**config.mk**
```make
export PLATFORM = sky130hd
export DESIGN_NAME = entropy_pool_ring
export DESIGN_NICKNAME = d
export VERILOG_FILES = /design/src/rtl/epr_pkg.sv /design/src/rtl/entropy_pool_ring.sv /design/src/rtl/epr_pool.sv
export SDC_FILE = /design/constraint.sdc
export NUM_CORES = 1
export LEC_CHECK = 0
export ABC_AREA = 0
export BUFFER_PORTS_ARGS = -buffer_cell sky130_fd_sc_hd__clkbuf_2
export CAP_MARGIN = 20
export CORE_AREA = 4 4 118 120
export DETAILED_ROUTE_END_ITERATION = 8
export DIE_AREA = 0 0 122 124
export PLACE_DENSITY_LB_ADDON = 0.12
export SLEW_MARGIN = 20
export SYNTH_ARGS = -nofsm -noshare
export SYNTH_HDL_FRONTEND = slang
export SYNTH_HIERARCHICAL = 1
export SYNTH_SLANG_ARGS = --single-unit
export TNS_END_PERCENT = 20
```
**constraint.sdc**
```tcl
create_clock -name aclk -period 3.7 [get_ports aclk]
set_input_delay 0.74 -clock aclk [delete_from_list [all_inputs] [get_ports aclk]]
set_output_delay 0.74 -clock aclk [all_outputs]
set_load 0.005 [all_outputs]
```
**src/rtl/epr_pkg.sv**
```systemverilog
// epr_pkg: shared types, constants and the mixing function of the entropy pool ring
// used by rtl/epr_pool.sv and rtl/entropy_pool_ring.sv; no dependencies

package epr_pkg;

    localparam int unsigned BYTE_W          = 8;
    localparam int unsigned POOL_DEPTH_DEF  = 8;
    localparam int unsigned AVAIL_W         = 3;
    localparam int unsigned MIX_ROT         = 3;
    localparam logic [BYTE_W-1:0] THRESH_RESET = 8'd127;

    typedef enum logic {
        CMD_PUSH = 1'b0,
        CMD_POP  = 1'b1
    } cmd_t;

    // rotate left by three, then fold in the new sample
    function automatic logic [BYTE_W-1:0] mix_byte(
        input logic [BYTE_W-1:0] old_byte,
        input logic [BYTE_W-1:0] smp
    );
        logic [BYTE_W-1:0] rot;
        rot = {old_byte[BYTE_W-1-MIX_ROT:0], old_byte[BYTE_W-1:BYTE_W-MIX_ROT]};
        return rot ^ smp;
    endfunction

endpackage

```
**src/rtl/entropy_pool_ring.sv**
```systemverilog
// entropy_pool_ring: top level of the entropy pool ring (push/pop front end,
// ring pointers, quality score, result register); depends on epr_pkg and epr_pool
//
//   channel  | dir | handshake          | payload
//   ---------+-----+--------------------+----------------------------------------
//   s_       | in  | s_valid / s_ready  | s_cmd, s_sample, s_weight
//   m_       | out | m_valid / m_ready  | m_random_byte, m_byte_valid, m_available
//   cfg_     | in  | cfg_wr_en          | cfg_wr_data (commit threshold)
//
// one request per cycle sustained while m_ is not stalled: the pool read registers on the
// accept edge, mix/writeback and the result register load as the stage advances, head, count
// and score update on the accept edge, so back-to-back requests never wait
// a stalled m_ holds the result register and the stage behind it, then s_ready drops
// reset is synchronous active low; the pool valid bits clear at once, no clearing pass

module entropy_pool_ring #(
    parameter int unsigned POOL_DEPTH = epr_pkg::POOL_DEPTH_DEF
) (
    input  logic                          aclk,
    input  logic                          aresetn,
    // configuration
    input  logic                          cfg_wr_en,
    input  logic [epr_pkg::BYTE_W-1:0]    cfg_wr_data,
    // request channel
    input  logic                          s_valid,
    output logic                          s_ready,
    input  epr_pkg::cmd_t                 s_cmd,
    input  logic [epr_pkg::BYTE_W-1:0]    s_sample,
    input  logic [epr_pkg::BYTE_W-1:0]    s_weight,
    // result channel
    output logic                          m_valid,
    input  logic                          m_ready,
    output logic [epr_pkg::BYTE_W-1:0]    m_random_byte,
    output logic                          m_byte_valid,
    output logic [epr_pkg::AVAIL_W-1:0]   m_available
);
    import epr_pkg::*;

    localparam int unsigned AW = $clog2(POOL_DEPTH);
    localparam logic [AW-1:0] LAST_IDX   = AW'(POOL_DEPTH - 1);
    localparam logic [AW:0]   DEPTH_WIDE = (AW+1)'(POOL_DEPTH);

    // configuration and ring state
    logic [BYTE_W-1:0] thresh_reg;
    logic [AW-1:0]     head_reg, head_next;
    logic [AW-1:0]     count_reg, count_next;
    logic [BYTE_W-1:0] score_reg, score_next;

    // front-end decode
    logic              accept;
    logic [AW:0]       slot_base, slot_plus;
    logic [AW-1:0]     slot_base_wr, slot_plus_wr;
    logic [AW-1:0]     addr;
    logic              pop_hit;
    logic [2*BYTE_W-1:0] weight_sq;
    logic [AW+AVAIL_W-1:0] count_ext;

    // mix stage
    logic              stg_valid_reg;
    cmd_t              stg_cmd_reg;
    logic [BYTE_W-1:0] stg_sample_reg;
    logic [AW-1:0]     stg_addr_reg;
    logic              stg_hit_reg;
    logic [AVAIL_W-1:0] stg_avail_reg;
    logic              stg_adv;
    logic [BYTE_W-1:0] pool_rd_data;
    logic              pool_wr_en;
    logic [BYTE_W-1:0] pool_wr_data;

    // result register
    logic              m_valid_reg;
    logic [BYTE_W-1:0] m_byte_reg;
    logic              m_bvalid_reg;
    logic [AVAIL_W-1:0] m_avail_reg;

    // handshake: the stage moves when the result register is free or being drained
    assign stg_adv = stg_valid_reg && (!m_valid_reg || m_ready);
    assign s_ready = !stg_valid_reg || stg_adv;
    assign accept  = s_valid && s_ready;

    // commit threshold register
    always_ff @(posedge aclk) begin
        if (!aresetn) begin
            thresh_reg <= THRESH_RESET;
        end else if (cfg_wr_en) begin
            thresh_reg <= cfg_wr_data;
        end
    end

    // filling slot sits at head+count, the slot after it at head+count+1
    assign weight_sq    = s_weight * s_weight;
    assign slot_base    = {1'b0, head_reg} + {1'b0, count_reg};
    assign slot_plus    = slot_base + (AW+1)'(1);
    assign slot_base_wr = (slot_base >= DEPTH_WIDE) ? AW'(slot_base - DEPTH_WIDE)
                                                    : AW'(slot_base);
    assign slot_plus_wr = (slot_plus >= DEPTH_WIDE) ? AW'(slot_plus - DEPTH_WIDE)
                                                    : AW'(slot_plus);

    always_comb begin
        head_next  = head_reg;
        count_next = count_reg;
        score_next = score_reg;
        addr       = head_reg;
        pop_hit    = 1'b0;
        unique case (s_cmd)
            CMD_PUSH: begin
                if (score_reg < thresh_reg) begin
                    // still collecting quality: keep mixing into the filling slot
                    score_next = score_reg + weight_sq[BYTE_W-1:0];
                    addr       = slot_base_wr;
                end else if (count_reg != LAST_IDX) begin
                    // commit the filling slot and start the next one
                    addr       = slot_plus_wr;
                    count_next = count_reg + AW'(1);
                    score_next = '0;
                end else begin
                    // ring full: fold into the oldest committed byte, score kept
                    addr = head_reg;
                end
            end
            CMD_POP: begin
                if (count_reg != '0) begin
                    pop_hit    = 1'b1;
                    addr       = head_reg;
                    head_next  = (head_reg == LAST_IDX) ? '0 : head_reg + AW'(1);
                    count_next = count_reg - AW'(1);
                end
            end
            default: begin
                addr = head_reg;
            end
        endcase
    end

    assign count_ext = (AW+AVAIL_W)'(count_next);

    always_ff @(posedge aclk) begin
        if (!aresetn) begin
            head_reg  <= '0;
            count_reg <= '0;
            score_reg <= '0;
        end else if (accept) begin
            head_reg  <= head_next;
            count_reg <= count_next;
            score_reg <= score_next;
        end
    end

    // mix stage: holds the request while the pool read completes
    always_ff @(posedge aclk) begin
        if (!aresetn) begin
            stg_valid_reg <= 1'b0;
        end else if (accept) begin
            stg_valid_reg <= 1'b1;
        end else if (stg_adv) begin
            stg_valid_reg <= 1'b0;
        end
    end

    always_ff @(posedge aclk) begin
        if (accept) begin
            stg_cmd_reg    <= s_cmd;
            stg_sample_reg <= s_sample;
            stg_addr_reg   <= addr;
            stg_hit_reg    <= pop_hit;
            stg_avail_reg  <= count_ext[AVAIL_W-1:0];
        end
    end

    // pool write happens when the push leaves the stage
    assign pool_wr_en   = stg_adv && (stg_cmd_reg == CMD_PUSH);
    assign pool_wr_data = mix_byte(pool_rd_data, stg_sample_reg);

    epr_pool #(
        .POOL_DEPTH (POOL_DEPTH)
    ) u_pool (
        .aclk    (aclk),
        .aresetn (aresetn),
        .rd_en   (accept),
        .rd_addr (addr),
        .wr_en   (pool_wr_en),
        .wr_addr (stg_addr_reg),
        .wr_data (pool_wr_data),
        .rd_data (pool_rd_data)
    );

    // result register
    always_ff @(posedge aclk) begin
        if (!aresetn) begin
            m_valid_reg <= 1'b0;
        end else if (stg_adv) begin
            m_valid_reg <= 1'b1;
        end else if (m_ready) begin
            m_valid_reg <= 1'b0;
        end
    end

    always_ff @(posedge aclk) begin
        if (stg_adv) begin
            m_byte_reg   <= stg_hit_reg ? pool_rd_data : '0;
            m_bvalid_reg <= stg_hit_reg;
            m_avail_reg  <= stg_avail_reg;
        end
    end

    assign m_valid       = m_valid_reg;
    assign m_random_byte = m_byte_reg;
    assign m_byte_valid  = m_bvalid_reg;
    assign m_available   = m_avail_reg;

endmodule

```
**src/rtl/epr_pool.sv**
```systemverilog
// epr_pool: byte store of the ring with per-entry valid bits, registered read
// and a one-deep write bypass; depends on epr_pkg

module epr_pool #(
    parameter int unsigned POOL_DEPTH = epr_pkg::POOL_DEPTH_DEF
) (
    input  logic                                aclk,
    input  logic                                aresetn,
    input  logic                                rd_en,
    input  logic [$clog2(POOL_DEPTH)-1:0]       rd_addr,
    input  logic                                wr_en,
    input  logic [$clog2(POOL_DEPTH)-1:0]       wr_addr,
    input  logic [epr_pkg::BYTE_W-1:0]          wr_data,
    output logic [epr_pkg::BYTE_W-1:0]          rd_data
);
    import epr_pkg::*;

    localparam int unsigned AW = $clog2(POOL_DEPTH);

    logic [BYTE_W-1:0]     mem [POOL_DEPTH];
    logic [POOL_DEPTH-1:0] vld_reg;
    logic [BYTE_W-1:0]     rd_raw_reg;
    logic                  rd_vld_reg;
    logic [AW-1:0]         rd_addr_reg;
    logic                  lw_valid_reg;
    logic [AW-1:0]         lw_addr_reg;
    logic [BYTE_W-1:0]     lw_data_reg;

    always_ff @(posedge aclk) begin
        if (wr_en) begin
            mem[wr_addr] <= wr_data;
        end
        if (rd_en) begin
            rd_raw_reg  <= mem[rd_addr];
            rd_addr_reg <= rd_addr;
        end
    end

    // entries never written read as zero
    always_ff @(posedge aclk) begin
        if (!aresetn) begin
            vld_reg    <= '0;
            rd_vld_reg <= 1'b0;
        end else begin
            if (wr_en) begin
                vld_reg[wr_addr] <= 1'b1;
            end
            if (rd_en) begin
                rd_vld_reg <= vld_reg[rd_addr];
            end
        end
    end

    // last write, to cover a read taken on the same edge as that write
    always_ff @(posedge aclk) begin
        if (!aresetn) begin
            lw_valid_reg <= 1'b0;
        end else if (wr_en) begin
            lw_valid_reg <= 1'b1;
        end
    end

    always_ff @(posedge aclk) begin
        if (wr_en) begin
            lw_addr_reg <= wr_addr;
            lw_data_reg <= wr_data;
        end
    end

    always_comb begin
        if (lw_valid_reg && (lw_addr_reg == rd_addr_reg)) begin
            rd_data = lw_data_reg;
        end else if (rd_vld_reg) begin
            rd_data = rd_raw_reg;
        end else begin
            rd_data = '0;
        end
    end

endmodule

```
==> results of run 1 <==
[worst max-delay path: stages]
cell and delay (ns):
clkbuf_4 0.15, and2_1 0.17, inv_1 0.06, fa_1 0.45, fa_1 0.49, inv_1 0.04, fa_1 0.48, inv_1 0.05
fa_1 0.49, inv_2 0.04, ha_4 0.21, a21oi_2 0.14, xnor2_1 0.14, xnor2_1 0.09, a22o_1 0.19
[area by class of cell]
type | instances | area [um2] | area share
Clock buffer | 17 | 425 | 0.0521
Clock inverter | 15 | 153 | 0.0187
Inverter | 61 | 229 | 0.0280
Sequential cell | 148 | 4100 | 0.502
Tap cell | 176 | 220 | 0.0270
Timing Repair Buffer | 70 | 435 | 0.0533
Multi-Input combinational cell | 266 | 2600 | 0.319
[final timing paths]
path / end / slack [ns] / startpoint
max: score_reg[7]$_SDFFE_PN0P_ / 0.08 / s_weight[0]
min: m_available[0]$_DFFE_PP_ / 0.42 / stg_avail_reg[0]$_DFFE_PP_
max reg2reg: score_reg[7]$_SDFFE_PN0P_ / 0.22 / score_reg[4]$_SDFFE_PN0P_
min reg2reg: m_available[0]$_DFFE_PP_ / 0.42 / stg_avail_reg[0]$_DFFE_PP_
[cells by family after synthesis]
family,Yosys count
muxes,41
DFF,148
adders and majority gates,48
buffers and inverters,75
AOI/OAI and AO/OA,61
and+or+nand+nor,92
xor gates and xnor gates,24
[layout by cell type (no fill, tap or decap), types with 5 or more instances in the layout]
master and count:
a21boi_0 5, a21oi_1 7, a22o_1 8, and2_1 13, buf_4 27, clkbuf_16 17
clkbuf_2 41, dfxtp_1 34, edfxtp_1 114, fa_1 15, ha_1 27, inv_1 56
inv_6 5, mux2_2 8, mux2i_1 16, mux4_1 8, mux4_2 9, nand2_1 38
nand2b_1 5, nor2_1 11, nor3_1 6, o211ai_1 7, o21a_1 10, o21ai_0 7
xnor2_1 14, xor2_1 10
[cell usage after synthesis, types with 9 or more instances]
master,number,area [um2]
nor2_1,11,41.3
dfxtp_1,34,681
xor2_1,10,87.6
ha_1,32,400
mux2i_1,16,160
nand2_1,41,154
o21a_1,10,75.1
inv_1,59,221
and2_1,14,87.6
edfxtp_1,114,3420
mux4_2,9,203
xnor2_1,14,123
fa_1,16,320
[metal layers]
metal | track usage | wire length [um] | vias up
met2 | 0.316 | 6490 | 52
li1 | - | - | 1905
met1 | 0.214 | 5270 | 1927
met3 | 0.0450 | 361 | 19
met4 | 0.0735 | 232 | 0
met5 | 0 | 0 | -
[timing repair]
item	in CTS	in global routing
gates resized for setup	0	5
endpoints found under the hold margin	0	0
setup buffers	0	0
endpoints found under the setup margin	0	1
hold buffers	0	0
[report_power, final]
| group | internal [mW] | switching (mW) | leakage [nW] | total (mW) |
|---|---|---|---|---|
| Sequential | 1.95 | 0.0708 | 1.34 | 2.02 |
| Combinational | 0.590 | 0.593 | 1.66 | 1.18 |
| Clock | 0.995 | 0.666 | 0.278 | 1.66 |
==> impl_results.md, run 1 <==
* Synthesis-to-finish area growth at 17.8%
* Antenna violations before repair at 0
* Area of the mapped netlist at 6940 um2
* Final critical-path required period at 3.62 ns
* Crit Path Class: input pin to flop
* Power per cell area at 595 nW/um2
* Critical Path End Type: flop
* DRC Markers at 0
* Vias per cell at 5.18
* H-tree Lvls at 4
* Mux cell area share after synthesis at 0.0956
* Max cap viols at 0
* Buffers on Ports at 42
* GRT Total Usage at 0.180
* Worst r2r path cells at 14
* Gate Count Post-Synth at 489
* Seq cells post-synth at 148
* Die width at 122 um
* Area of the core at 13000 um2
* Hold depth at 0
* HP Class: flop to flop
* GP Congestion at 0.770
* Worst Skew at 0.00968 ns
* Largest family of logic cells by synthesized area: adder cells
* GR Overflow Total at 0
* Clk buf depth at 2
* Synth Area in Compound Gates at 0.0678
* Slew HR at 0.501
* Largest net degree at the start of global routing at 31
* Tot Pwr at 4.86 mW
* Fillers at 1008
* Synthesized net count at 567
* Main synth FF type: edfxtp_1
* Fraction of registers with async set/reset at 0
* Largest register by flop count: u_pool/mem
* Setup-failing EPs final at 0
* CTS tree: built
* Avg Inst Size Synth at 14.2 um2
* Dpl hpwl at 8490 um
* CTS Buf Count at 17
* Placed Area at 7560 um2
* Initial Utilization at 0.535
* CTS Root Cell: clkbuf_16
* Outcome: complete, no violations
* Antenna cells at 0
* Synth cell types at 53
* Slew Limit Fails at 0
* Setup TNS at 0 ns
* Warnings from Yosys at 6
* Worst hold slack at 0.417 ns
* Crit Path Max Fanout at 6
* Period utilisation layout at 0.980
* Critical Path Source Type: input pin
* Final setup margin at 0.0751 ns
* Layout cells sized above 1 at 0.250
* CTS Sinks at 148
* Post-synthesis sequential area ratio at 0.592
* DRT antenna net count at 0
* Synth Area in XOR/XNOR at 0.0303
* Post-synth EDFFs at 114
* Non-Filler Instances at 753
* Die area at 15100 um2
* Row count at 42
* Setup WS pre-CTS at -0.391 ns
* WP data required at 4.01 ns
* DR iter-0 viols at 190
* Vias in the first global route at 4025
* Clock transition at path regs at 0.06 ns
* Avg WL per Cell at 16.4 um
* Die height at 124 um
* Clk_lat worst skew at 0.42 ns
* Post-Synth Adder-Cell Area at 0.104
* FMAX at 0.276 GHz
* Max reg flops at 64
* Fin. Hold Viols at 0
* First-pass GRT wire length at 20100 um
* Routed WL at 12400 um
* Worst path arrival time at 3.94 ns
* DRT Pass-1 Iters at 4
* Worst slew pin tran at 0.747 ns
* Peak VDD IR at 0.000370 V
* Layout Cell Area excl Fill at 8170 um2
* P_leak at 3.27 nW
* Finished Core Util at 0.629
* Inst Count DP at 721
* Ports at 44
* Simple-Gate Fraction of Synth Area at 0.0651
* Final nets at 642
* Vias at 3903
(Power assumes the default switching activity.)
==> inputs of run 2 (changes only) <==
--- a/config.mk
+++ b/config.mk
@@ -11,6 +11,7 @@
 export CORE_AREA = 4 4 118 120
 export DETAILED_ROUTE_END_ITERATION = 8
 export DIE_AREA = 0 0 122 124
+export MAX_ROUTING_LAYER = met4
 export PLACE_DENSITY_LB_ADDON = 0.12
 export SLEW_MARGIN = 20
 export SYNTH_ARGS = -nofsm -noshare
==> impl_results.md, run 2 (synthesis gave the netlist of run 1 again) <==
* Die width at 122 um (unchanged)
* Worst r2r path cells at 14 (unchanged)
* CP peak stage delay at 0.49 ns (about the same)
* Crit Path Max Fanout at 6 (unchanged)
* Critical Path End Type: flop
* Vias at 3901 (-0.051%)
* CTS Root Cell: clkbuf_16
* Die height at 124 um (unchanged)
* Worst Skew at 0.0148 ns (+0.00517 ns)
* CTS tree: built
* CP top delay family: adder cells
* Antenna cells at 0 (unchanged)
* Buffers on Ports at 42 (unchanged)
* Layout Cell Area excl Fill at 8170 um2 (unchanged)
* Clock transition at path regs at 0.06 ns (about the same)
* Vias per cell at 5.18 (about the same)
* DRT antenna net count at 0 (unchanged)
* Tot Pwr at 4.87 mW (about the same)
* Area of the core at 13000 um2 (unchanged)
* DRT Pass-1 Iters at 4 (unchanged)
* WP data required at 4.02 ns (about the same)
* Hold-fix buffers at CTS at 0 (unchanged)
* Period utilisation layout at 0.979 (-0.00101)
* Ports at 44 (unchanged)
* Setup TNS at 0 ns (unchanged)
* Hold EP: m_available[0]$_DFFE_PP_
* GRT Total Usage at 0.186 (+0.00550)
* Reg2reg end: score_reg[7]$_SDFFE_PN0P_
* Power per cell area at 596 nW/um2 (about the same)
* Worst path arrival time at 3.94 ns (about the same)
* Die area at 15100 um2 (unchanged)
* Initial Utilization at 0.535 (unchanged)
* Vias in the first global route at 4021 (-0.099%)
* Fin. Hold Viols at 0 (unchanged)
* Routed WL at 12400 um (about the same)
* Max reg flops at 64 (unchanged)
* GR Overflow Total at 0 (unchanged)
* Avg WL per Cell at 16.4 um (about the same)
* Largest net degree at the start of global routing at 31 (unchanged)
* Slowest CP cell: fa_1
* Final nets at 642 (unchanged)
* CTS Buf Count at 17 (unchanged)
* DR iter-0 viols at 214 (+13%)
* Hold depth at 0 (unchanged)
* Worst path buffer plus inverter count at 5 (unchanged)
* GP Congestion at 0.780 (+1.4%)
* Final critical-path required period at 3.62 ns (-0.00374 ns)
* Crit Path Class: input pin to flop
* Max layer used: met4
* Cell mode on critical path: fa_1
* Routed wl met2 at 6540 um (+0.66%)
* Reg2reg start: score_reg[4]$_SDFFE_PN0P_
* Clk_lat worst skew at 0.42 ns (about the same)
* Setup-failing EPs final at 0 (unchanged)
* Crit-path cells: clkbuf_4, and2_1, inv_1, fa_1, fa_1, inv_1, fa_1, inv_1, fa_1, inv_2, ha_4, a21oi_2, xnor2_1, xnor2_1, a22o_1
* Flop-to-flop setup slack at 0.23 ns (about the same)
* HP Class: flop to flop
* DRC Markers at 0 (unchanged)
* M1 wire length at 5330 um (+1.2%)
* RSZ-0062 raised after global routing: no
* FMAX at 0.276 GHz (+0.10%)
* Met3 WL at 302 um (-16%)
* First-pass GRT wire length at 20100 um (+0.17%)
* Layout cells sized above 1 at 0.250 (unchanged)
* Slew Limit Fails at 0 (unchanged)
* P_leak at 3.27 nW (unchanged)
* Hold path start: stg_avail_reg[0]$_DFFE_PP_
* Max cap viols at 0 (unchanged)
* Clk buf depth at 2 (unchanged)
* Placed Area at 7560 um2 (unchanged)
* H-tree Lvls at 4 (unchanged)
* CTS Sinks at 148 (unchanged)
* Synthesis-to-finish area growth at 17.8% (unchanged)
* Dpl hpwl at 8490 um (unchanged)
* Leading cell types in the layout, fill and taps excluded: 114 x edfxtp_1, 56 x inv_1, 41 x clkbuf_2
* Critical Path Source Type: input pin
* Worst slew pin tran at 0.739 ns (-0.00725 ns)
* Slew HR at 0.505 (+0.00485)
* Peak VDD IR at 0.000373 V (+0.87%)
* Largest register by flop count: u_pool/mem
* Antenna violations before repair at 0 (unchanged)
* Outcome: complete, no violations
* Row count at 42 (unchanged)
* Most common cell after layout, fill and taps aside: edfxtp_1
==> run 2: cell counts in the layout (fill, tap and decap cells not counted) <==
Identical to the previous run, type by type.
==> run 2: routing by layer <==
| layer | up-vias | track usage |
|---|---|---|
| li1 | 1907 | - |
| met1 | 1920 | 0.215 |
| met2 | 55 | 0.317 |
| met4 | 0 | 0.0658 |
| met3 | 19 | 0.0472 |
| met5 | - | - |
==> run 2: worst max-delay path by stage <==
stage	start	end	slack, ns	depth (start not counted)
final	s_weight[0]	score_reg[7]$_SDFFE_PN0P_	0.08	15
after global routing	s_weight[1]	score_reg[7]$_SDFFE_PN0P_	0.001	16
after CTS	s_weight[0]	score_reg[7]$_SDFFE_PN0P_	0.05	15
after detailed placement	s_weight[0]	score_reg[7]$_SDFFE_PN0P_	-0.39	15
after global placement	s_weight[0]	score_reg[7]$_SDFFE_PN0P_	-0.36	16
after floorplan	s_weight[6]	score_reg[7]$_SDFFE_PN0P_	-0.08	14
==> run 2: final cells by class <==
class	instances	area, um2
Clock buffer	17	425
Tap cell	176	220
Fill cell	1008	4810
Clock inverter	15	153
Multi-Input combinational cell	266	2600
Inverter	61	229
Timing Repair Buffer	70	435
Sequential cell	148	4100
==> run 2: report_power, final <==
part / total (mW) / switching (mW) / internal, mW
Clock: 1.66 / 0.669 / 0.995
Sequential: 2.02 / 0.0708 / 1.95
Combinational: 1.18 / 0.593 / 0.590
==> run 2: what timing repair did <==
action | in CTS | in global routing
buffers inserted | 0 | 0
endpoints found under the setup margin | 0 | 1
gates resized for setup | 0 | 5
==> run 2: stage by stage <==
stage,cells,hold WS [ns],utilization,setup slack [ns]
2_1_floorplan,489,0.400,-,-0.0849
3_3_place_gp,721,0.403,0.583,-0.358
3_5_place_dp,721,0.406,0.583,-0.391
4_1_cts,753,0.419,0.627,0.0499
5_1_grt,753,0.428,0.629,0.000984
6_report,753,0.417,0.629,0.0788
==> run 2: worst register-to-register path, cell delays in order (launching register included) <==
cell and delay, ns:
dfxtp_1 0.36, inv_1 0.08, fa_1 0.49, fa_1 0.50, inv_1 0.04, ha_1 0.26, inv_1 0.04, fa_1 0.49
inv_2 0.05, fa_2 0.33, a21o_1 0.17, a21oi_2 0.13, xnor2_1 0.14, xnor2_1 0.09, a22o_1 0.19
